**config.mk**
```make
export PLATFORM = sky130hd
export DESIGN_NAME = multi_led_blink_scheduler_core
export DESIGN_NICKNAME = d
export VERILOG_FILES = /design/src/design/mlbs_pkg.sv /design/src/design/mlbs_channel.sv /design/src/design/multi_led_blink_scheduler_core.sv
export SDC_FILE = /design/constraint.sdc
export NUM_CORES = 1
export LEC_CHECK = 0
export BUFFER_PORTS_ARGS = -buffer_cell sky130_fd_sc_hd__buf_2
export CELL_PAD_IN_SITES_DETAIL_PLACEMENT = 2
export CELL_PAD_IN_SITES_GLOBAL_PLACEMENT = 2
export CORE_ASPECT_RATIO = 2
export CORE_UTILIZATION = 42
export CTS_BUF_LIST = sky130_fd_sc_hd__clkbuf_4 sky130_fd_sc_hd__clkbuf_8
export CTS_CLUSTER_SIZE = 16
export DETAILED_ROUTE_END_ITERATION = 10
export GPL_TIMING_DRIVEN = 0
export PLACE_DENSITY = 0.88
export SYNTH_ARGS = -nofsm -noshare
export SYNTH_HDL_FRONTEND = slang
export SYNTH_HIERARCHICAL = 1
export SYNTH_SLANG_ARGS = --single-unit
```
**constraint.sdc**
```tcl
create_clock -name clk -period 6.7 [get_ports clk]
set_clock_uncertainty 0.2 [all_clocks]
set_input_delay 1.005 -clock clk [delete_from_list [all_inputs] [get_ports clk]]
set_output_delay 1.005 -clock clk [all_outputs]
set_load 0.05 [all_outputs]
```
**src/design/mlbs_pkg.sv**
```systemverilog
// Shared types, constants and helpers for the multi-channel LED blink scheduler.
package mlbs_pkg;

	localparam int NUM_CHANNELS_DEF = 4;
	localparam int MAX_CHANNELS = 4;
	localparam logic [15:0] DEBOUNCE_RESET = 16'd20;

	localparam logic [1:0] REQ_TICK = 2'd0;
	localparam logic [1:0] REQ_BUTTON = 2'd1;
	localparam logic [1:0] REQ_RESTART = 2'd2;

	localparam logic [2:0] CFG_ACTIVE = 3'd0;
	localparam logic [2:0] CFG_TIMING0 = 3'd1;
	localparam logic [2:0] CFG_TIMING1 = 3'd2;
	localparam logic [2:0] CFG_TIMING2 = 3'd3;
	localparam logic [2:0] CFG_TIMING3 = 3'd4;
	localparam logic [2:0] CFG_DEBOUNCE = 3'd5;

	typedef struct packed {
		logic [1:0] req_type;
		logic       button_level;
	} req_item_t;

	typedef struct packed {
		logic [3:0] led_pins;
		logic       blink_mode;
		logic       press_accepted;
	} res_item_t;

	typedef struct packed {
		logic step;
		logic tick;
		logic restart;
		logic active;
		logic mode;
	} chan_ctrl_t;

	function automatic logic [15:0] slot_time(input logic [63:0] timing, input logic mode,
		input logic off);
		logic [15:0] t;
		case ({mode, off})
			2'b00: t = timing[15:0];
			2'b01: t = timing[31:16];
			2'b10: t = timing[47:32];
			default: t = timing[63:48];
		endcase
		return t;
	endfunction

endpackage

```
**src/design/mlbs_channel.sv**
```systemverilog
// One blink channel: down-counter, lit flag and reload from the timing set.
module mlbs_channel (
	input  logic                clk,
	input  logic                arst_n,
	input  mlbs_pkg::chan_ctrl_t ctrl,
	input  logic [63:0]         timing,
	output logic                lit_next
);

	logic        lit_q;
	logic        lit_d;
	logic [15:0] count_q;
	logic [15:0] count_d;

	always_comb begin
		lit_d = lit_q;
		count_d = count_q;
		if (ctrl.active) begin
			if (ctrl.restart) begin
				lit_d = 1'b0;
				count_d = mlbs_pkg::slot_time(timing, ctrl.mode, 1'b1);
			end else if (ctrl.tick && count_q != 16'd0) begin
				if (count_q == 16'd1) begin
					// The channel toggles and reloads the time for its new state.
					lit_d = ~lit_q;
					count_d = mlbs_pkg::slot_time(timing, ctrl.mode, lit_q);
				end else begin
					count_d = count_q - 16'd1;
				end
			end
		end
	end

	always_ff @(posedge clk or negedge arst_n) begin
		if (!arst_n) begin
			lit_q <= 1'b0;
			count_q <= 16'd0;
		end else if (ctrl.step) begin
			lit_q <= lit_d;
			count_q <= count_d;
		end
	end

	assign lit_next = lit_d;

endmodule

```
**src/design/multi_led_blink_scheduler_core.sv**
```systemverilog
// Top level of the multi-channel LED blink scheduler with its register port.
// The input register holds an accepted item until its result moves to the output register.
// One item per cycle unless stalled; all channels update in parallel in one pass.
// The input register and the result register each hold one item, so a new item
// is taken while a finished result waits to be collected.
// Reset clears valid flags and control state: channels dark, default mode, debounce 20.
module multi_led_blink_scheduler_core #(
	parameter int NUM_CHANNELS = mlbs_pkg::NUM_CHANNELS_DEF
) (
	input  logic                 clk,
	input  logic                 arst_n,
	input  logic                 req_valid,
	output logic                 req_stall,
	input  mlbs_pkg::req_item_t  req_item,
	output logic                 res_valid,
	input  logic                 res_stall,
	output mlbs_pkg::res_item_t  res_item,
	input  logic                 psel,
	input  logic                 penable,
	input  logic                 pwrite,
	input  logic [5:0]           paddr,
	input  logic [63:0]          pwdata,
	output logic [63:0]          prdata,
	output logic                 pready
);

	logic [2:0]  active_q;
	logic [63:0] timing_q [mlbs_pkg::MAX_CHANNELS];
	logic [15:0] debounce_q;

	logic [2:0] cfg_idx;
	logic       cfg_wr;

	assign pready = 1'b1;
	assign cfg_idx = paddr[5:3];
	assign cfg_wr = psel && penable && pwrite;

	always_ff @(posedge clk or negedge arst_n) begin
		if (!arst_n) begin
			active_q <= 3'd0;
			debounce_q <= mlbs_pkg::DEBOUNCE_RESET;
			for (int i = 0; i < mlbs_pkg::MAX_CHANNELS; i++) begin
				timing_q[i] <= 64'd0;
			end
		end else if (cfg_wr) begin
			unique case (cfg_idx)
				mlbs_pkg::CFG_ACTIVE: active_q <= pwdata[2:0];
				mlbs_pkg::CFG_TIMING0: timing_q[0] <= pwdata;
				mlbs_pkg::CFG_TIMING1: timing_q[1] <= pwdata;
				mlbs_pkg::CFG_TIMING2: timing_q[2] <= pwdata;
				mlbs_pkg::CFG_TIMING3: timing_q[3] <= pwdata;
				mlbs_pkg::CFG_DEBOUNCE: debounce_q <= pwdata[15:0];
				default: ;
			endcase
		end
	end

	always_comb begin
		unique case (cfg_idx)
			mlbs_pkg::CFG_ACTIVE: prdata = {61'd0, active_q};
			mlbs_pkg::CFG_TIMING0: prdata = timing_q[0];
			mlbs_pkg::CFG_TIMING1: prdata = timing_q[1];
			mlbs_pkg::CFG_TIMING2: prdata = timing_q[2];
			mlbs_pkg::CFG_TIMING3: prdata = timing_q[3];
			mlbs_pkg::CFG_DEBOUNCE: prdata = {48'd0, debounce_q};
			default: prdata = 64'd0;
		endcase
	end

	logic                valid_s1;
	mlbs_pkg::req_item_t item_s1;
	logic                out_free;
	logic                move;
	logic                req_take;

	assign out_free = !res_valid || !res_stall;
	assign move = valid_s1 && out_free;
	assign req_stall = valid_s1 && !out_free;
	assign req_take = req_valid && !req_stall;

	always_ff @(posedge clk or negedge arst_n) begin
		if (!arst_n) begin
			valid_s1 <= 1'b0;
		end else if (req_take) begin
			valid_s1 <= 1'b1;
		end else if (move) begin
			valid_s1 <= 1'b0;
		end
	end

	always_ff @(posedge clk) begin
		if (req_take) begin
			item_s1 <= req_item;
		end
	end

	logic [31:0] tick_count_q;
	logic [31:0] last_press_q;
	logic        button_prev_q;
	logic        mode_q;
	logic [2:0]  used;
	logic        is_tick;
	logic        is_button;
	logic        is_restart;
	logic        press;
	logic        mode_d;

	assign used = (active_q > 3'(NUM_CHANNELS)) ? 3'(NUM_CHANNELS) : active_q;
	assign is_tick = item_s1.req_type == mlbs_pkg::REQ_TICK;
	assign is_button = item_s1.req_type == mlbs_pkg::REQ_BUTTON;
	assign is_restart = item_s1.req_type == mlbs_pkg::REQ_RESTART;
	assign press = is_button && button_prev_q && !item_s1.button_level &&
		((tick_count_q - last_press_q) > {16'd0, debounce_q});
	assign mode_d = mode_q ^ press;

	always_ff @(posedge clk or negedge arst_n) begin
		if (!arst_n) begin
			tick_count_q <= 32'd0;
			last_press_q <= 32'd0;
			button_prev_q <= 1'b1;
			mode_q <= 1'b0;
		end else if (move) begin
			if (is_tick) begin
				tick_count_q <= tick_count_q + 32'd1;
			end
			if (is_button) begin
				button_prev_q <= item_s1.button_level;
			end
			if (press) begin
				last_press_q <= tick_count_q;
			end
			mode_q <= mode_d;
		end
	end

	logic [NUM_CHANNELS-1:0] lit_next;
	logic [NUM_CHANNELS-1:0] chan_on;
	logic [3:0]              pins_d;

	for (genvar g = 0; g < NUM_CHANNELS; g++) begin : g_chan
		mlbs_pkg::chan_ctrl_t ctrl;
		assign chan_on[g] = 3'(g) < used;
		assign ctrl = '{step: move, tick: is_tick, restart: is_restart,
			active: chan_on[g], mode: mode_q};
		mlbs_channel u_chan (
			.clk      (clk),
			.arst_n   (arst_n),
			.ctrl     (ctrl),
			.timing   (timing_q[g]),
			.lit_next (lit_next[g])
		);
	end

	always_comb begin
		pins_d = 4'hF;
		for (int i = 0; i < NUM_CHANNELS; i++) begin
			pins_d[i] = !(chan_on[i] && lit_next[i]);
		end
	end

	always_ff @(posedge clk or negedge arst_n) begin
		if (!arst_n) begin
			res_valid <= 1'b0;
		end else if (move) begin
			res_valid <= 1'b1;
		end else if (out_free) begin
			res_valid <= 1'b0;
		end
	end

	always_ff @(posedge clk) begin
		if (move) begin
			res_item <= '{led_pins: pins_d, blink_mode: mode_d, press_accepted: press};
		end
	end

	a_mode_only_on_button: assert property (@(posedge clk) disable iff (!arst_n)
		(move && !is_button) |=> $stable(mode_q))
		else $error("mode changed on an item that is not a button sample");

	a_press_only_on_button: assert property (@(posedge clk) disable iff (!arst_n)
		(move && !is_button) |=> !res_item.press_accepted)
		else $error("press reported on an item that is not a button sample");

	a_press_stamps_tick: assert property (@(posedge clk) disable iff (!arst_n)
		(move && press) |=> (last_press_q == $past(tick_count_q)) && res_item.press_accepted)
		else $error("accepted press did not record the tick count");

	a_tick_advances: assert property (@(posedge clk) disable iff (!arst_n)
		(move && is_tick) |=> (tick_count_q == $past(tick_count_q) + 32'd1) && res_valid)
		else $error("tick item did not advance the tick counter");

endmodule
```
; ---- Word level (Yosys, flattened, before mapping)
; Index checks and enable logic that the tools add are counted.
; Widths: inputs -> output; s select.
[word_totals]
ff_bits = 420
in_bits = 80
output_inout_bits = 73
wordCells = 158
[classes]
n_addsub = 6
magnitude_cmp = 6
eq_ne = 19
muxes = 42
n_bitwise = 5
reduce_logical = 55
[op_table]
columns = op, count
row1 = $pmux 64 s6, 1
row2 = $mux 16, 16
row3 = $pmux 16 s3, 4
row4 = $eq 16x1->1 const B, 4
row5 = $reduce_bool 16->1, 4
row6 = $sub 16x1->16 const B, 4
row7 = $add 32x1->32 const B, 1
row8 = $gt 32x16->1, 1
row9 = $sub 32x32->32, 1
row10 = $mux 1, 20
row11 = $reduce_and 2->1, 9
row12 = $logic_and 1x1->1, 16
row13 = $reduce_and 3->1, 4
row14 = $reduce_bool 2->1, 6
row15 = $eq 2x1->1 const B, 5
row16 = $eq 2x2->1 const B, 5
row17 = $logic_not 2->1, 5
row18 = $logic_not 1->1, 9
row19 = $eq 3x2->1 const B, 2
row20 = $eq 3x3->1 const B, 2
row21 = $lt 1x3->1 const A, 2
row22 = $lt 2x3->1 const A, 2
row23 = $not 1->1, 4
row24 = $eq 3x1->1 const B, 1
row25 = other kinds (5), 5

; ---- Depth between registers and ports, before layout
; Gate-level depths: netlist of run 1.
[logic_depth]
depth_word = 7
ltp_mapped = 21
mapped_depth_nobuf = 20

; ---- Hierarchy
; Netlist of run 1, hierarchy kept.
[modules_own_cells]
columns = module, n_inst, cells_per_inst, area_per_inst_um2, seq_area_each_um2
row1 = multi_led_blink_scheduler_core, 1, 1469, 17329.1, 8857.2
row2 = mlbs_channel, 4, 231, 1935.6, 425.4

; ---- Least setup slack after synthesis of run 1
; No wires, ideal clock.
[synth_timing]
path_type = reg-to-reg
startpoint = reg tick_count_q[9]
endpoint = reg last_press_q[23]
setup_time_ps = 125
t_arrival_ps = 5004
required_ps = 6375
setup_slack_ps = 1371
stages_incl_launch_ff = 21
n_path_buf = 2
synth_period_minus_slack_ps = 5329
cell_sequence = dfrtp_1 > ha_1 > clkbuf_1 > nand2_1 > a211o_1 > a31o_2 > a21boi_0 > nor2_1 > xnor2_1 > ha_1 > nand4_1 > or3_1 > nor2_1 > a21oi_1 > or4_1 > a2111o_1 > a2111oi_2 > nand4_1 > o211ai_4 > buf_6 > mux2_2
[synth_between]
elab_chain_len = 4
[synth_lines]
columns = element, line
row1 = "start, declared", multi_led_blink_scheduler_core.sv:97  ; logic [31:0] tick_count_q;
row2 = "start signal, assigned", multi_led_blink_scheduler_core.sv:124  ; tick_count_q <= tick_count_q + 32'd1;
row3 = $sub 32x32->32, multi_led_blink_scheduler_core.sv:113  ; ((tick_count_q - last_press_q) > {16'd0, debounce_q});
row4 = $gt 32x16->1, multi_led_blink_scheduler_core.sv:113
row5 = $logic_and 1x1->1, multi_led_blink_scheduler_core.sv:112  ; assign press = is_button && button_prev_q && !item_s1.button_level &&
row6 = $reduce_and 2->1 (no source line), n/a
row7 = "end signal, assigned", multi_led_blink_scheduler_core.sv:130  ; last_press_q <= tick_count_q;
row8 = "end, declared", multi_led_blink_scheduler_core.sv:98  ; logic [31:0] last_press_q;
; Every way passes these cells.
; A chain may end at the register's enable or synchronous reset.

; ---- Final worst setup path of run 1
; Ends and elaborated chain as after synthesis.

==> impl_metrics.tcl, run 1 <==
set metrics [dict create \
    reg2reg_to "last_press_q[23]" \
    max_cap_violations 0 \
    fin_ws_ns 0.0891 \
    critPathBufInv 3 \
    fmax_mhz 151 \
    grt_max_degree 123 \
    drive_above_1_share 0.270 \
    cts_tree "done" \
    status "completed" \
    drc_errors 0 \
    fin_crit_sh 0.987 \
    irDropWorstVdd_v 0.000229 \
    routabilityCongestion 1.06 \
    holdCritPathClass "in2async" \
    start_util 0.425 \
    htree_num_levels 3 \
    clk_pin_slew_worst_paths_ns 0.07 \
    power_leakage_nw 12.8 \
    grt_use_total 0.436 \
    rrSetupSlack_ns 0.09 \
    syn_avg_cell_area_sq_um 10.5 \
    worst_path_max_delay_cell "or3_1" \
    setup_viol 0 \
    hold_viol 0 \
    synth_flop_cell "dfrtp_1" \
    antenna_found_initial 17 \
    area_growth_pct 14.2 \
    port_buffers 148 \
    path_max_fanout 10 \
    syn_area_sq_um 25100 \
    maxSlewViolCount 0 \
    crit_type "reg2reg" \
    path_cells "ha_1, clkbuf_1, nand2_1, a211o_1, a31o_2, a21boi_2, nor2_1, xnor2_1, ha_1, nand4_1, or3_1, nor2_2, o32ai_1, or4_1, a2111o_1, a2111oi_2, nand4_1, o211ai_4, buf_12, buf_6, mux2_2" \
    coreArea_sq_um 59000 \
    synthTopCellsByArea "dfrtp_1 (41%), mux2_2 (15%), mux2i_1 (4.6%)" \
    worstSetupStartpointType "register" \
    yosysSeqAreaShare 0.421 \
    startpoint "tick_count_q[9]" \
    p_sw_frac 0.446 \
    tightest_slew_ns 1.40 \
    p_int_mw 6.28 \
    first_pass_iters 6 \
    drt_iter0_drc 2235 \
    vias_per_cell 6.85 \
    worstPathArrival_ns 6.94 \
    grt_pass1_wl_mm 190 \
    place.detailed.hpwl_mm 93.0 \
    cts_num_sinks 420 \
    synth_most_common_cell "dfrtp_1" \
    die_w_um 175 \
    post-route-min-period_ns 6.61 \
    clockPowerShare 0.245 \
    syn_inst 2393 \
    clk_root_buffer_cell "clkbuf_8" \
    cts_buffers 70 \
    grt_pass1_vias 26227 \
    ys_types 79 \
    drtAntennaViolNets 0 \
    synth_nets 2534 \
    num-nets-final 2764 \
    num_vias 23634 \
    crit_path_end_kind "register" \
    total_power_mw 11.3 \
    io-pin-count 153 \
    r2r_start "tick_count_q[9]" \
    clock_latency_ns 0.70 \
    yosysWarnings 6 \
    combinationalPowerShare 0.421 \
    power_frac_seq 0.335 \
    async_reset_ff_frac 0.979 \
    gr-total-overflow 0 \
    place_ws_ns -0.305 \
    synth_top_area_frac 0.407 \
    r2r.worst_path.cells 21 \
    endpoint "last_press_q[23]" \
    core.rowCount 126 \
    worstSetupPathDepth 21 \
    synth_top_cell_by_area "dfrtp_1" \
    wl_per_cell_um 38.3 \
    fp.dieH_um 348 \
    wl_mm 132 \
    max_slew_margin 0.0669 \
    ys_seq_elements 420 \
    required_ns 7.02 \
    die-area_sq_um 60700 \
    slowest_delay_ns 0.49 \
    synth_edf_count 9 \
    p_per_area_nw_per_um2 396 \
    yosys-top-cells-count "dfrtp_1 (408), mux2_2 (335), nand2_1 (178)" \
    cts_max_path_buffers 3 \
    cp_top_family "simple AND/OR/NAND/NOR gates" \
    switchingPower_mw 5.06 \
]
-- area by class of cell --
class	count	area [sq um]
Tap cell	768	961
Antenna cell	9	22.5
Sequential cell	420	10600
Inverter	75	282
Buffer	153	736
Timing Repair Buffer	158	923
Clock buffer	105	1350
Clock inverter	17	248
Fill cell	6204	30300
Multi-Input combinational cell	1745	13500
-- routing by layer --
metal  wire length, um  GRT usage  vias to the layer above
met5                75          0                        -
met4             16100      0.442                       12
met3             11000      0.125                      711
met2             63300      0.728                     1488
met1             41600      0.419                    12074
li1                  -          -                     9349
-- worst min-delay path by stage --
stage / end / slack, ns / cells after the start
2_1_floorplan: res_valid / 0.24 / 1
3_3_place_gp: res_valid / 0.26 / 1
3_5_place_dp: last_press_q[17] / 0.29 / 1
4_1_cts: timing_q[144] / 0.21 / 1
5_1_grt: tick_count_q[24] / 0.29 / 1
6_report: timing_q[144] / 0.22 / 1
-- power by group through the flow --
stage	Sequential [mW]	Combinational (mW)	Clock (mW)
after global placement	3.66	4.11	0
final	3.80	4.77	2.78
after detailed placement	3.75	4.37	0
after global routing	3.81	4.92	2.86
after CTS	3.75	4.55	2.79
after floorplan	3.50	2.83	0
-- cells in the final DEF (no fill, tap or decap), types with 32 or more instances in the layout --
| cell type | n |
|---|---|
| xnor2_1 | 44 |
| o21ai_0 | 100 |
| nand3_1 | 36 |
| nand2_1 | 178 |
| nand4_1 | 34 |
| clkbuf_1 | 94 |
| ha_1 | 60 |
| inv_1 | 75 |
| nor2_1 | 128 |
| a22oi_1 | 109 |
| mux2i_1 | 116 |
| buf_2 | 183 |
| clkbuf_8 | 90 |
| a211oi_1 | 49 |
| a21oi_1 | 119 |
| dfrtp_1 | 408 |
| mux2_2 | 335 |
| xor2_1 | 32 |
-- metrics by stage --
| step | util | area [sq um] | std cells | setup TNS (ns) | hold WS, ns |
|---|---|---|---|---|---|
| finish | 0.486 | 28600 | 3450 | 0 | 0.218 |
| global route | 0.485 | 28600 | 3444 | -0.0392 | 0.291 |
| CTS | 0.485 | 28600 | 3441 | 0 | 0.213 |
| detailed placement | 0.457 | 27000 | 3316 | -6.55 | 0.285 |
| global placement | 0.454 | 26800 | 3309 | -1554.49 | 0.255 |
| floorplan | - | 25100 | 2393 | 0 | 0.243 |
-- registers in the layout (all words and copies together) (netlist names), 3 cells and up --
signal and flops:
debounce_q 16, item_s1 3, g_chan.u_chan/lit_q 4, active_q 3, tick_count_q 32, res_item 6
g_chan.u_chan/count_q 64, last_press_q 32, timing_q 256
-- what timing repair did --
action / in CTS / in global routing
endpoints found under the hold margin: 0 / 0
resized for setup: 2 / 4
hold buffers: 0 / 0
buffers inserted: 3 / 0
pin swaps: 1 / 0
endpoints found under the setup margin: 33 / 31
-- cell families after synthesis --
kind of cell    count (synthesis)  share of synthesized area
flops                         420                      0.421
mux                           460                      0.203
simple gates                  561                      0.117
buf+inv                       228                     0.0406
xor+xnor                       76                     0.0265
other cells                     1                   0.000150
compound gates                586                      0.160
fa+ha+maj                      61                     0.0307
Note: power is estimated with default switching activity, not from simulation.
==> run 2, diff against run 1 <==
--- a/config.mk
+++ b/config.mk
@@ -9,12 +9,12 @@
 export CELL_PAD_IN_SITES_DETAIL_PLACEMENT = 2
 export CELL_PAD_IN_SITES_GLOBAL_PLACEMENT = 2
 export CORE_ASPECT_RATIO = 2
-export CORE_UTILIZATION = 42
+export CORE_UTILIZATION = 45
 export CTS_BUF_LIST = sky130_fd_sc_hd__clkbuf_4 sky130_fd_sc_hd__clkbuf_8
 export CTS_CLUSTER_SIZE = 16
 export DETAILED_ROUTE_END_ITERATION = 10
 export GPL_TIMING_DRIVEN = 0
-export PLACE_DENSITY = 0.88
+export PLACE_DENSITY = 0.93
 export SYNTH_ARGS = -nofsm -noshare
 export SYNTH_HDL_FRONTEND = slang
 export SYNTH_HIERARCHICAL = 1
==> constraint.sdc (replaced) <==
create_clock -name clk -period 7.7 [get_ports clk]
set_clock_uncertainty 0.2 [all_clocks]
set_input_delay 1.155 -clock clk [delete_from_list [all_inputs] [get_ports clk]]
set_output_delay 1.155 -clock clk [all_outputs]
set_load 0.05 [all_outputs]
==> run 2 against run 1 <==
  * Sequential cell count unchanged
  * Via count rose by 3.9%
  * Setup slack better by 0.013 ns
  * Largest power group unchanged
==> impl_metrics.tcl, run 2 (same netlist as run 1, synthesis figures left out) <==
set metrics [dict create \
    top_regs "timing_q: 256 flops, g_chan.u_chan/count_q: 64 flops" \
    mostFrequentLayoutCells "dfrtp_1 (408), mux2_2 (335), buf_2 (183)" \
    io-pin-count 153 \
    routabilityCongestion 1.01 \
    fin_crit_sh 0.987 \
    drive_above_1_share 0.267 \
    wl_mm 142 \
    vias_per_cell 7.17 \
    grt_pass1_wl_mm 203 \
    start_util 0.454 \
    power_leakage_nw 12.7 \
    use_met2 0.808 \
    grt_pass1_vias 27160 \
    maxSlewViolCount 0 \
    worstSetupStartpointType "register" \
    cts.repair.resized 0 \
    grt-busiest-layer "met2" \
    nFillCells 5629 \
    hold_viol 0 \
    cts_max_path_buffers 3 \
    largest_reg_flops 256 \
    die-area_sq_um 56700 \
    final_common_cell "dfrtp_1" \
    place_ws_ns 0.641 \
    crit_type "reg2reg" \
    postLayoutCellArea_sq_um 28500 \
    max_slew_margin 0.113 \
    tightest_slew_ns 1.29 \
    clk_pin_slew_worst_paths_ns 0.07 \
    area_growth_pct 13.7 \
    rrSetupSlack_ns 0.10 \
    hold_buffers 0 \
    cts_tree "done" \
    place.detailed.hpwl_mm 96.3 \
    fin_util 0.516 \
    die_w_um 169 \
    fmax_mhz 132 \
    num_vias 24552 \
    met1_usage 0.478 \
    clk_root_buffer_cell "clkbuf_8" \
    first_pass_iters 5 \
    drc_errors 0 \
    num-nets-final 2758 \
    crit_path_end_kind "register" \
    path_max_fanout 10 \
    required_ns 8.05 \
    cts_setup_buffers 0 \
    port_buffers 148 \
    regMostFlops "timing_q" \
    grt_max_degree 126 \
    fp.dieH_um 336 \
    rsz0062_at_grt "no" \
    gr-total-overflow 0 \
    grt_use_total 0.511 \
    htree_num_levels 3 \
    core.rowCount 122 \
    status "completed" \
    coreArea_sq_um 55300 \
    placed_cell_area_sq_um 26900 \
    drt_iter0_drc 2611 \
    wl_per_cell_um 41.4 \
    cts_num_sinks 420 \
    fin_ws_ns 0.102 \
    p_per_area_nw_per_um2 350 \
    drtAntennaViolNets 0 \
    cts_buffers 67 \
    holdCritPathClass "in2async" \
    post-route-min-period_ns 7.60 \
    grt_util_met3 0.197 \
    worstPathArrival_ns 7.95 \
    max_cap_violations 0 \
    irDropWorstVdd_v 0.000208 \
    antenna_found_initial 21 \
    setup_viol 0 \
    clock_latency_ns 0.71 \
]
-- run 2: cell type report --
type                       instances  area, sq um  share of cell area
multi-input combinational       1745        13500               0.475
sequential                       420        10600               0.370
clock buffer                     105         1340              0.0470
tap                              744          931              0.0327
timing repair buffer             155          888              0.0312
buffer                           153          736              0.0258
inverter                          75          282             0.00988
clock inverter                    14          203             0.00711
antenna                           14         35.0             0.00123
-- run 2: final timing paths --
path | startpoint | to | depth (start not counted)
setup / recovery | tick_count_q[9] | last_press_q[30] | 20
hold / removal | arst_n | tick_count_q[25] | 1
setup reg to reg | tick_count_q[9] | last_press_q[30] | 20
hold reg to reg | last_press_q[24] | last_press_q[24] | 1
max in group asynchronous | arst_n | timing_q[105] | 4
min in group clk | last_press_q[24] | last_press_q[24] | 1
-- run 2: power breakdown --
part,switching [mW],internal [mW]
Sequential,0.692,2.66
Clock,1.08,1.27
Combinational,2.79,1.48
Total,4.56,5.41
-- run 2: per-stage QoR --
step                hold WS (ns)  cells  power [mW]  setup TNS, ns
global route               0.197   3413        10.1              0
finish                     0.182   3425        9.97              0
floorplan                  0.243   2393        5.51              0
detailed placement         0.285   3292        7.14              0
CTS                        0.184   3411        9.64              0
global placement           0.254   3285        6.75       -1173.05
-- run 2: worst max-delay path, stage by stage, from the launching register on --
cell and delay (ns):
dfrtp_1 0.45, ha_1 0.34, clkbuf_1 0.33, nand2_1 0.16, a211o_1 0.26, a31o_2 0.25, a21boi_0 0.74, nor2_1 0.12
xnor2_1 0.20, ha_1 0.38, nand4_1 0.21, or3_1 0.43, nor2_1 0.46, o32ai_1 0.23, or4_1 0.47, a2111o_1 0.41
a2111oi_2 0.30, nand4_1 0.24, o211ai_4 0.58, buf_6 0.31, mux2_2 0.38
-- run 2: routing by layer --
metal / vias to the layer above / wire length (um)
met5: - / 109
met4: 12 / 19400
met3: 937 / 13700
met2: 1834 / 65500
met1: 12416 / 43100
li1: 9353 / -
